<file path="src/sv/lsre_pkg.sv">
// package: constants, types and colour helpers for the led strip rainbow effect unit
`default_nettype none
package lsre_pkg;

  parameter int LedMax   = 64;
  parameter int IdxW     = 6;
  parameter int CntW     = 7;
  parameter int CfgIdxW  = 2;
  parameter int CfgDataW = 7;

  parameter logic [CfgIdxW-1:0] CfgEffectMode = 2'd0;
  parameter logic [CfgIdxW-1:0] CfgReverse    = 2'd1;
  parameter logic [CfgIdxW-1:0] CfgLedCount   = 2'd2;

  parameter logic [1:0] EffOff     = 2'd0;
  parameter logic [1:0] EffRainbow = 2'd1;
  parameter logic [1:0] EffChase   = 2'd2;

  parameter logic [CntW-1:0] LedCountReset = 7'd60;

  typedef struct packed {
    logic [7:0] red;
    logic [7:0] green;
    logic [7:0] blue;
  } rgb_t;

  // colour wheel over red, green and blue thirds
  function automatic rgb_t wheel(input logic [7:0] w);
    rgb_t       c;
    logic [6:0] v;
    logic [8:0] t3;
    logic [7:0] up;
    logic [7:0] dn;
    if (w < 8'd85) begin
      v = w[6:0];
    end else if (w < 8'd170) begin
      v = 7'(w - 8'd85);
    end else begin
      v = 7'(w - 8'd170);
    end
    t3 = {1'b0, v, 1'b0} + {2'b00, v};
    up = t3[7:0];
    dn = 8'd255 - up;
    if (w < 8'd85) begin
      c.red   = up;
      c.green = dn;
      c.blue  = 8'd0;
    end else if (w < 8'd170) begin
      c.red   = dn;
      c.green = 8'd0;
      c.blue  = up;
    end else begin
      c.red   = 8'd0;
      c.green = up;
      c.blue  = dn;
    end
    return c;
  endfunction

  // residue modulo three from base-four digit sums
  function automatic logic [1:0] mod3(input logic [IdxW-1:0] x);
    logic [3:0] s;
    logic [2:0] t;
    s = {2'b00, x[5:4]} + {2'b00, x[3:2]} + {2'b00, x[1:0]};
    t = {1'b0, s[3:2]} + {1'b0, s[1:0]};
    if (t >= 3'd3) begin
      t = t - 3'd3;
    end
    return t[1:0];
  endfunction

  // chase wheel position, (k - offset + phase) modulo 255
  function automatic logic [7:0] chase_pos(input logic [IdxW-1:0] k, input logic [1:0] ofs,
                                           input logic [7:0] ph);
    logic [8:0] s;
    s = {3'b000, k} - {7'd0, ofs} + {1'b0, ph};
    if (s >= 9'd255) begin
      s = s - 9'd255;
    end
    return s[7:0];
  endfunction

endpackage
`default_nettype wire

</file>
<file path="src/sv/lsre_cfg_if.sv">
// interface: configuration write channel
`default_nettype none
interface lsre_cfg_if;
  logic                              valid;
  logic                              ready;
  logic [lsre_pkg::CfgIdxW-1:0]      index;
  logic [lsre_pkg::CfgDataW-1:0]     data;

  modport source (output valid, output index, output data, input ready);
  modport sink   (input valid, input index, input data, output ready);
endinterface
`default_nettype wire

</file>
<file path="src/sv/lsre_tick_if.sv">
// interface: frame tick input channel
`default_nettype none
interface lsre_tick_if;
  logic valid;
  logic ready;
  logic restart;

  modport source (output valid, output restart, input ready);
  modport sink   (input valid, input restart, output ready);
endinterface
`default_nettype wire

</file>
<file path="src/sv/lsre_pixel_if.sv">
// interface: pixel colour output channel
`default_nettype none
interface lsre_pixel_if;
  logic                         valid;
  logic                         ready;
  logic [lsre_pkg::IdxW-1:0]    pixel_index;
  logic [7:0]                   red;
  logic [7:0]                   green;
  logic [7:0]                   blue;
  logic                         last;

  modport source (output valid, output pixel_index, output red, output green, output blue,
                  output last, input ready);
  modport sink   (input valid, input pixel_index, input red, input green, input blue,
                  input last, output ready);
endinterface
`default_nettype wire

</file>
<file path="src/sv/led_strip_rainbow_effect_unit.sv">
// top level: led strip rainbow and theater chase colour generator
//
//   port   dir   transaction
//   cfg    in    register write: index, data
//   tick   in    one frame tick: restart
//   pixel  out   one led colour: pixel_index, red, green, blue, last
//
// a tick yields min(led_count, 64) pixel transactions, then ready returns
// rainbow: each pixel passes load, the 8-step shift-subtract divider, then show
// chase, off and the unused code: each pixel passes load, then show; each tick also passes idle
// synchronous reset restores the config registers to their defaults and clears the phase and chase offset
// a stalled pixel holds its colour; config is taken at any cycle
`default_nettype none
module led_strip_rainbow_effect_unit (
  input  wire             clk,
  input  wire             rst,
  lsre_cfg_if.sink        cfg,
  lsre_tick_if.sink       tick,
  lsre_pixel_if.source    pixel
);

  typedef enum logic [1:0] {ST_IDLE, ST_PIXEL, ST_DIV, ST_SHOW} state_t;

  state_t                          state;
  logic [1:0]                      effect_mode;
  logic                            reverse;
  logic [lsre_pkg::CntW-1:0]       led_count;
  logic [7:0]                      phase;
  logic [1:0]                      chase_offset;

  logic [7:0]                      fr_phase;
  logic [1:0]                      fr_chase;
  logic [lsre_pkg::CntW-1:0]       n;
  logic [lsre_pkg::IdxW-1:0]       p;
  logic [lsre_pkg::CntW-1:0]       rem;
  logic [7:0]                      q;
  logic [2:0]                      step;

  logic [lsre_pkg::IdxW-1:0]       pix_idx;
  lsre_pkg::rgb_t                  pix_rgb;
  logic                            pix_last;

  logic [lsre_pkg::CntW-1:0]       n_eff;
  logic [7:0]                      ph_start;
  logic [1:0]                      ch_start;
  logic [lsre_pkg::IdxW-1:0]       pos_rev;
  logic [lsre_pkg::IdxW-1:0]       pos_rb;
  logic [lsre_pkg::IdxW-1:0]       pos_ch;
  logic                            p_last;
  logic                            lit;
  lsre_pkg::rgb_t                  chase_rgb;
  logic [7:0]                      trial;
  logic                            ge;
  logic [lsre_pkg::CntW-1:0]       rem_next;
  logic [7:0]                      q_fin;
  lsre_pkg::rgb_t                  rainbow_rgb;

  assign cfg.ready         = 1'b1;
  assign tick.ready        = (state == ST_IDLE);
  assign pixel.valid       = (state == ST_SHOW);
  assign pixel.pixel_index = pix_idx;
  assign pixel.red         = pix_rgb.red;
  assign pixel.green       = pix_rgb.green;
  assign pixel.blue        = pix_rgb.blue;
  assign pixel.last        = pix_last;

  always_comb begin
    n_eff    = (led_count > lsre_pkg::CntW'(lsre_pkg::LedMax)) ?
               lsre_pkg::CntW'(lsre_pkg::LedMax) : led_count;
    ph_start = tick.restart ? 8'd0 : phase;
    ch_start = tick.restart ? 2'd0 : chase_offset;
    pos_rev  = lsre_pkg::IdxW'(n - 7'd1 - {1'b0, p});
    pos_rb   = reverse ? pos_rev : p;
    pos_ch   = reverse ? p : pos_rev;
    p_last   = ({1'b0, p} == (n - 7'd1));
    lit      = (lsre_pkg::mod3(pos_ch) == fr_chase);
    chase_rgb = lit ? lsre_pkg::wheel(lsre_pkg::chase_pos(pos_ch, fr_chase, fr_phase)) : '0;
    trial    = {rem, 1'b0};
    ge       = (trial >= {1'b0, n});
    rem_next = ge ? lsre_pkg::CntW'(trial - {1'b0, n}) : lsre_pkg::CntW'(trial);
    q_fin    = {q[6:0], ge};
    rainbow_rgb = lsre_pkg::wheel(q_fin + fr_phase);
  end

  always_ff @(posedge clk) begin
    if (rst) begin
      effect_mode  <= lsre_pkg::EffOff;
      reverse      <= 1'b0;
      led_count    <= lsre_pkg::LedCountReset;
    end else if (cfg.valid && cfg.ready) begin
      unique case (cfg.index)
        lsre_pkg::CfgEffectMode: effect_mode <= cfg.data[1:0];
        lsre_pkg::CfgReverse:    reverse     <= cfg.data[0];
        lsre_pkg::CfgLedCount:   led_count   <= cfg.data;
        default: ;
      endcase
    end
  end

  always_ff @(posedge clk) begin
    if (rst) begin
      state        <= ST_IDLE;
      phase        <= 8'd0;
      chase_offset <= 2'd0;
    end else begin
      unique case (state)
        ST_IDLE: begin
          if (tick.valid) begin
            fr_phase <= ph_start;
            fr_chase <= ch_start;
            n        <= n_eff;
            p        <= '0;
            phase        <= ph_start;
            chase_offset <= ch_start;
            if (effect_mode == lsre_pkg::EffRainbow) begin
              phase <= ph_start + 8'd1;
            end else if (effect_mode == lsre_pkg::EffChase) begin
              if (ch_start == 2'd2) begin
                chase_offset <= 2'd0;
                phase        <= ph_start + 8'd1;
              end else begin
                chase_offset <= ch_start + 2'd1;
              end
            end
            if (n_eff != '0) begin
              state <= ST_PIXEL;
            end
          end
        end
        ST_PIXEL: begin
          pix_idx  <= p;
          pix_last <= p_last;
          if (effect_mode == lsre_pkg::EffRainbow) begin
            rem   <= {1'b0, pos_rb};
            q     <= '0;
            step  <= '0;
            state <= ST_DIV;
          end else begin
            pix_rgb <= (effect_mode == lsre_pkg::EffChase) ? chase_rgb : '0;
            state   <= ST_SHOW;
          end
        end
        ST_DIV: begin
          rem  <= rem_next;
          q    <= q_fin;
          step <= step + 3'd1;
          if (step == 3'd7) begin
            pix_rgb <= rainbow_rgb;
            state   <= ST_SHOW;
          end
        end
        ST_SHOW: begin
          if (pixel.ready) begin
            if (pix_last) begin
              state <= ST_IDLE;
            end else begin
              p     <= p + 6'd1;
              state <= ST_PIXEL;
            end
          end
        end
        default: state <= ST_IDLE;
      endcase
    end
  end

  a_idle_no_pixel: assert property (@(posedge clk) disable iff (rst)
    tick.ready |-> !pixel.valid)
    else $error("pixel offered while idle");

  a_last_at_end: assert property (@(posedge clk) disable iff (rst)
    pixel.valid && pixel.last |-> ({1'b0, pixel.pixel_index} == (n - 7'd1)))
    else $error("last flag on wrong pixel");

  a_frame_goes_on: assert property (@(posedge clk) disable iff (rst)
    pixel.valid && pixel.ready && !pixel.last |=> !tick.ready)
    else $error("frame ended before last pixel");

  a_div_rem: assert property (@(posedge clk) disable iff (rst)
    state == ST_DIV |-> rem < n)
    else $error("divider remainder out of range");

  a_chase_range: assert property (@(posedge clk) disable iff (rst)
    chase_offset != 2'd3)
    else $error("chase offset out of range");

endmodule
`default_nettype wire

</file>
<file path="src/flat_wrapper.sv">
// flat-port wrapper written by rule: the top's interface ports become plain ports
module led_strip_rainbow_effect_unit_flat 
  (clk, rst, cfg_valid, cfg_index, cfg_data, cfg_ready, tick_valid, tick_restart, tick_ready, pixel_valid, pixel_pixel_index, pixel_red, pixel_green, pixel_blue, pixel_last, pixel_ready);
  lsre_cfg_if cfg_i ();
  lsre_tick_if tick_i ();
  lsre_pixel_if pixel_i ();
  input  wire clk;
  input  wire rst;
  input wire logic [$bits(cfg_i.valid)-1:0] cfg_valid;
  input wire logic [$bits(cfg_i.index)-1:0] cfg_index;
  input wire logic [$bits(cfg_i.data)-1:0] cfg_data;
  output wire logic [$bits(cfg_i.ready)-1:0] cfg_ready;
  input wire logic [$bits(tick_i.valid)-1:0] tick_valid;
  input wire logic [$bits(tick_i.restart)-1:0] tick_restart;
  output wire logic [$bits(tick_i.ready)-1:0] tick_ready;
  output wire logic [$bits(pixel_i.valid)-1:0] pixel_valid;
  output wire logic [$bits(pixel_i.pixel_index)-1:0] pixel_pixel_index;
  output wire logic [$bits(pixel_i.red)-1:0] pixel_red;
  output wire logic [$bits(pixel_i.green)-1:0] pixel_green;
  output wire logic [$bits(pixel_i.blue)-1:0] pixel_blue;
  output wire logic [$bits(pixel_i.last)-1:0] pixel_last;
  input wire logic [$bits(pixel_i.ready)-1:0] pixel_ready;
  assign cfg_i.valid = cfg_valid;
  assign cfg_i.index = cfg_index;
  assign cfg_i.data = cfg_data;
  assign cfg_ready = cfg_i.ready;
  assign tick_i.valid = tick_valid;
  assign tick_i.restart = tick_restart;
  assign tick_ready = tick_i.ready;
  assign pixel_valid = pixel_i.valid;
  assign pixel_pixel_index = pixel_i.pixel_index;
  assign pixel_red = pixel_i.red;
  assign pixel_green = pixel_i.green;
  assign pixel_blue = pixel_i.blue;
  assign pixel_last = pixel_i.last;
  assign pixel_i.ready = pixel_ready;
  led_strip_rainbow_effect_unit u_core (.clk(clk), .rst(rst), .cfg(cfg_i), .tick(tick_i), .pixel(pixel_i));
endmodule
</file>
<file path="config.mk">
export PLATFORM = sky130hd
export DESIGN_NAME = led_strip_rainbow_effect_unit_flat
export DESIGN_NICKNAME = d
export VERILOG_FILES = /design/src/sv/lsre_pkg.sv /design/src/sv/lsre_cfg_if.sv /design/src/sv/lsre_tick_if.sv /design/src/sv/lsre_pixel_if.sv /design/src/sv/led_strip_rainbow_effect_unit.sv /design/src/flat_wrapper.sv
export SDC_FILE = /design/constraint.sdc
export NUM_CORES = 1
export LEC_CHECK = 0
export BUFFER_PORTS_ARGS = -buffer_cell sky130_fd_sc_hd__buf_4
export CORE_ASPECT_RATIO = 1.2
export CORE_MARGIN = 5
export CORE_UTILIZATION = 45
export CTS_CLUSTER_DIAMETER = 50
export DETAILED_ROUTE_END_ITERATION = 12
export PLACE_DENSITY = 0.67
export SYNTH_ARGS = -nofsm -noshare
export SYNTH_HDL_FRONTEND = slang
export SYNTH_SLANG_ARGS = --single-unit
</file>
<file path="constraint.sdc">
create_clock -name clk -period 10.7 [get_ports clk]
set_input_delay 1.07 -clock clk [delete_from_list [all_inputs] [get_ports clk]]
set_output_delay 1.07 -clock clk [all_outputs]
set_load 0.02 [all_outputs]
</file>
# After elaboration in Yosys (flattened, before gate mapping)
# Index checks and enable logic that the tools add are counted.
[classes]
n_addsub = 23
order_cmp = 8
eq_ne = 18
mux = 44
n_bitwise = 1
n_reduce_logical = 15
[ops]
columns = ["operator", "count"]
rows = [
  ["$mux 24", 8],
  ["$mux 7", 8],
  ["$pmux 24 s2", 1],
  ["$mux 8", 5],
  ["$mux 6", 5],
  ["$pmux 7 s2", 2],
  ["$mux 2", 9],
  ["$add 8x7->8", 2],
  ["$lt 8x7->1 const B", 2],
  ["$lt 8x8->1 const B", 2],
  ["$sub 8x8->8 const A", 2],
  ["$sub 7x6->7 const B", 2],
  ["$sub 7x7->7 const B", 2],
  ["$pmux 6 s2", 1],
  ["$eq 2x2->1 const B", 5],
  ["$reduce_and 2->1", 5],
  ["$add 9x8->9", 1],
  ["$ge 9x8->1 const B", 1],
  ["$add 8x1->8 const B", 1],
  ["$add 8x8->8", 1],
  ["$ge 8x7->1", 1],
  ["$ne 2x1->1 const B", 4],
  ["$pmux 2 s4", 1],
  ["$reduce_and 4->1", 2],
  ["27 further kinds", 36],
]
[word_totals]
reg_bits = 93
inputBits = 15
output_inout_bits = 34

# Logic depth before layout (Yosys ltp)
[depth]
depth_word = 18
ltp_mapped = 41
depth_no_buf = 40

# Least setup slack after synthesis
# Ideal clock, no wire load.
[synth_timing]
kind = "flip-flop to flip-flop"
startpoint = "reg u_core.n[0] (netlist bit)"
endpoint = "reg u_core.pix_rgb, in the netlist u_core.pixel.blue[7] (data pin)"
arrival_time_ns = 7.806
required_time_ns = 10.568
setup_slack_ns = 2.763
stages_incl_launch_ff = 39
path_buffers = 1
period_less_slack_ns = 7.937
cell_sequence = "edfxtp_1 > or4_4 > nand2_1 > ha_1 > nand3_1 > a21oi_1 > o311a_1 > o31a_1 > or2_2 > xnor2_1 > ha_1 > nor2b_1 > a311o_1 > a21o_1 > a21oi_1 > xor2_2 > and2_1 > buf_6 > (+3 left out) > inv_1 > o21ai_1 > a211oi_4 > nor3_1 > a21oi_1 > a21boi_0 > ha_1 > inv_1 > fa_1 > inv_1 > a21oi_1 > o21bai_1 > a21o_1 > a21o_1 > inv_1 > a221oi_1 > o221ai_1 > nand2_1"
[synth_via]
elab_chain_cells = 18
elab_cells_between_ends = 42
classes_between = "add/sub (18); order compare (7); eq/ne (1); mux (16)"
[synth_lines]
columns = ["element", "line_no", "text"]
rows = [
  ["start, declared", "led_strip_rainbow_effect_unit.sv:33", "logic [lsre_pkg::CntW-1:0] n;"],
  ["start signal, assigned", "led_strip_rainbow_effect_unit.sv:111", "n <= n_eff;"],
  ["$sub 7x1->7", "led_strip_rainbow_effect_unit.sv:72", "pos_rev = lsre_pkg::IdxW'(n - 7'd1 - {1'b0, p});"],
  ["$sub 6x6->6", "led_strip_rainbow_effect_unit.sv:72", ""],
  ["$mux 6", "led_strip_rainbow_effect_unit.sv:74", "pos_ch = reverse ? p : pos_rev;"],
  ["$sub 6x2->7", "lsre_pkg.sv:76", "s = {3'b000, k} - {7'd0, ofs} + {1'b0, ph};"],
  ["$add 9x8->9", "lsre_pkg.sv:76", ""],
  ["$sub 8x8->8 / $ge 9x8->1 (equally long branches)", "lsre_pkg.sv:78, lsre_pkg.sv:77", ""],
  ["$mux 8", "lsre_pkg.sv:77", "if (s >= 9'd255) begin"],
  ["$sub 7x6->7 (tied with other cells)", "lsre_pkg.sv:39", "v = 7'(w - 8'd170);"],
  ["(+2 left out)", "-", ""],
  ["$add 8x7->8", "lsre_pkg.sv:41", "t3 = {1'b0, v, 1'b0} + {2'b00, v};"],
  ["$sub 8x8->8", "lsre_pkg.sv:43", "dn = 8'd255 - up;"],
  ["$mux 24", "lsre_pkg.sv:48", "end else if (w < 8'd170) begin"],
  ["$mux 24", "lsre_pkg.sv:44", "if (w < 8'd85) begin"],
  ["$mux 24", "led_strip_rainbow_effect_unit.sv:77", "chase_rgb = lit ? lsre_pkg::wheel(lsre_pkg::chase_pos(pos_ch, fr_chase, fr_phase)) : '0;"],
  ["$mux 24", "led_strip_rainbow_effect_unit.sv:139", "pix_rgb <= (effect_mode == lsre_pkg::EffChase) ? chase_rgb : '0;"],
  ["$mux 24", "led_strip_rainbow_effect_unit.sv:133", "if (effect_mode == lsre_pkg::EffRainbow) begin"],
  ["$pmux 24 s2 *", "led_strip_rainbow_effect_unit.sv:106", "unique case (state)"],
  ["end signal, assigned", "led_strip_rainbow_effect_unit.sv:139", ""],
  ["end signal, assigned", "led_strip_rainbow_effect_unit.sv:148", "pix_rgb <= rainbow_rgb;"],
  ["end, declared", "led_strip_rainbow_effect_unit.sv:40", "lsre_pkg::rgb_t pix_rgb;"],
]
# Every way passes the cells marked *; elsewhere a longest branch is shown, timed or not. The select of a mux whose other input is x is not followed.
# A chain may end at the register's enable or synchronous reset.

# Worst setup path in the final report
# Ends and elaborated chain as after synthesis.

==> out/metrics.yaml <==
cts.repair.resized: 0
ff2ff_setup_slack_ns: 1.86
drive_gt1_share_pct: 12.0
synth_cell_types: 83
critPathRequiredTime_ns: 10.92
insertion_delay_ns: 0.35
slowest_delay_ns: 0.56
cp-start-kind: "flop"
initial_core_util_pct: 45.7
ys_ff_latch: 93
crit_start: "u_core.n[0]"
ios: 49
min_path_cells: 2
first_pass_iters: 4
io_buffers: 47
synthCells: 819
syn_nets: 924
diodes: 0
grt_overflow_total: 0
rr_endpoint: "u_core.pixel.blue[7]"
drcViolationCount: 0
wl_um: 16000
outcome: "finished, final reports clean"
synthFlopType: "edfxtp_1"
cts_tree: "done"
num_rows: 52
die_area_um2: 19800
nFillCells: 1554
dp_hpwl_um: 12600
ctsHoldBuffers: 0
cts_buffer_depth: 2
maxSlewHeadroom_pct: 32.6
met1_length_um: 7170
die_w_um: 129
fin_tns_setup_ns: 0
finClkSkew_ns: 0.0105
cap_violations: 0
endpoint_kind: "flop"
min_to: "u_core.led_count[0]"
chipHeight_um: 153
first_iter_violations: 260
async_flop_share_pct: 0
crit_arrival_ns: 9.06
grt_antenna_before_repair: 0
gp_congestion: 0.913
postCtsSetupBuffers: 0
wl_met2_um: 7910
crit_top_cell: "inv_1"
htree_levels: 3
clockRootBuffer: "clkbuf_16"
cts_made_buffers: 9
hold_viol_final: 0
grt_max_degree: 39
hold_path_class: "flop to flop"
synth_area_um2: 7700
maxSlewViolCount: 0
path_max_fanout: 11
critPathKind: "flop to flop"
hold_path.startpoint: "u_core.led_count[0]"
vias_per_cell: 5.36
crit_slowest_cell: "or4_4"
highest-signal-layer: "met4"
reg2reg_from: "u_core.n[0]"
final_nets: 967
ant_nets: 0
wl_per_cell_um: 14.8
syn_to_final_growth_pct: 11.1
period_share_pct: 82.6
ys_seq_area_share_pct: 33.4
min_period_ns: 8.84
setup_viol: 0
cts_sinks: 93
max_freq_mhz: 113
grt_pass1_wl_um: 26500
tightest_slew_ns: 1.01
reg2reg_depth: 37
syn_avg_cell_area_um2: 9.40
track_usage_pct: 16.3
grt_setup_unrepaired: "no"
yosys_warnings: 0
path_clk_slew_ns: 0.07
vias: 5804
synth_edf_count: 71
grt_pass1_vias: 5617
dr_wl_met3_um: 577
core_area_um2: 16900
kinds of logic (layout without fill, tap and decap cells):
kind of cell    after synthesis  in the layout  share of synthesized area (%)
xor+xnor                     70             70                           8.06
buf+inv                      92            140                           4.80
compound gates              204            204                           18.8
simple gates                250            250                           16.7
flops                        93             93                           33.4
fa+ha+maj                    90             90                           15.6
other cells                   1              1                         0.0487
mux                          19             19                           2.54
worst max path at each step:
stage / end / slack, ns / cells after the start
after detailed placement: u_core.pixel.blue[7] / 1.95 / 37
after global routing: u_core.pixel.blue[7] / 1.23 / 37
final: u_core.pixel.blue[7] / 1.86 / 37
after CTS: u_core.pixel.blue[7] / 1.91 / 37
after floorplan: u_core.pixel.blue[7] / 2.76 / 38
after global placement: u_core.pixel.blue[7] / 2.21 / 37
per-stage QoR:
stage / instances / hold WS, ns / area [um2] / worst slack [ns] / util, %
6_report: 1083 / 0.475 / 8550 / 1.86 / 50.8
5_1_grt: 1083 / 0.496 / 8550 / 1.23 / 50.8
4_1_cts: 1083 / 0.474 / 8550 / 1.91 / 50.8
3_5_place_dp: 1067 / 0.460 / 8270 / 1.95 / 49.1
3_3_place_gp: 1067 / 0.461 / 8270 / 2.21 / 49.1
2_1_floorplan: 819 / 0.424 / 7700 / 2.76 / -
sequential cells by signal (all words and copies together) (netlist names):
name                      count
u_core.pixel.blue             8
u_core.p                      6
u_core.step                   3
u_core.pixel.pixel_index      6
u_core.rem                    7
u_core.pixel.green            8
u_core.led_count              7
u_core.pixel.last             1
u_core.state                  2
u_core.pixel.red              8
u_core.n                      7
u_core.q                      7
u_core.effect_mode            2
u_core.chase_offset           2
u_core.phase                  8
u_core.fr_phase               8
u_core.fr_chase               2
u_core.reverse                1
layout make-up:
cell class / count / area, um2 / share of cell area (%)
clock inverter: 7 / 55.1 / 0.644
timing repair buffer: 54 / 405 / 4.74
sequential: 93 / 2570 / 30.1
multi-input combinational: 634 / 4760 / 55.7
clock buffer: 9 / 225 / 2.63
inverter: 70 / 263 / 3.07
tap: 216 / 270 / 3.16
worst max-delay path, delay by kind of cell, from the launching register on:
family | cells | cell delay, ns
AOI/OAI and AO/OA | 15 | 3.35
and+or+nand+nor | 9 | 2.37
adders and majority gates | 5 | 1.41
xor gates and xnor gates | 3 | 0.65
DFF | 1 | 0.49
buffers and inverters | 5 | 0.42
cells in the final DEF (no fill, tap or decap), types with 4 or more instances in the layout:
cell and count:
xor2_1 19, a211oi_1 7, clkbuf_16 9, nand2_1 60
inv_1 69, buf_4 54, o21a_1 6, or2_2 5
and3_1 4, nor2_1 64, a21oi_1 56, o211ai_1 6
o21ai_1 8, nor2b_1 31, edfxtp_1 71, o21bai_1 10
a21o_1 18, o2bb2ai_1 6, dfxtp_1 22, xnor2_1 50
nor3_1 8, fa_1 10, a22o_1 8, nand3b_1 6
nand2b_1 8, o22ai_1 4, nand3_1 19, and2_1 21
a31oi_1 5, o21ai_0 27, mux2i_1 15, mux2_2 4
ha_1 80
Yosys cell counts, drive strengths merged (8+ instances only):
cell    instances  area (um2)
a211oi          9        92.6
a21o           18         135
a21oi          57         289
a22o            8        70.1
and2           21         131
clkbuf         16        60.1
dfxtp          22         440
edfxtp         71        2130
fa             10         200
ha             80        1000
inv            70         263
mux2i          15         150
nand2          60         225
nand2b          8        50.1
nand3          19        95.1
nor2           67         273
nor2b          31         194
nor3            8        40.0
o21ai          37         193
o21bai         10        75.1
xnor2          50         438
xor2           20         183
per-layer routing:
layer  up-vias  track usage [%]
met4         0             5.65
met5         -                0
met1      2649             20.1
li1       3015                -
met3        28             2.83
met2       112             28.5
Power is left out: the tool's default activity adds up to more than one toggle a clock period on the data nets, which glitch-free logic cannot reach.
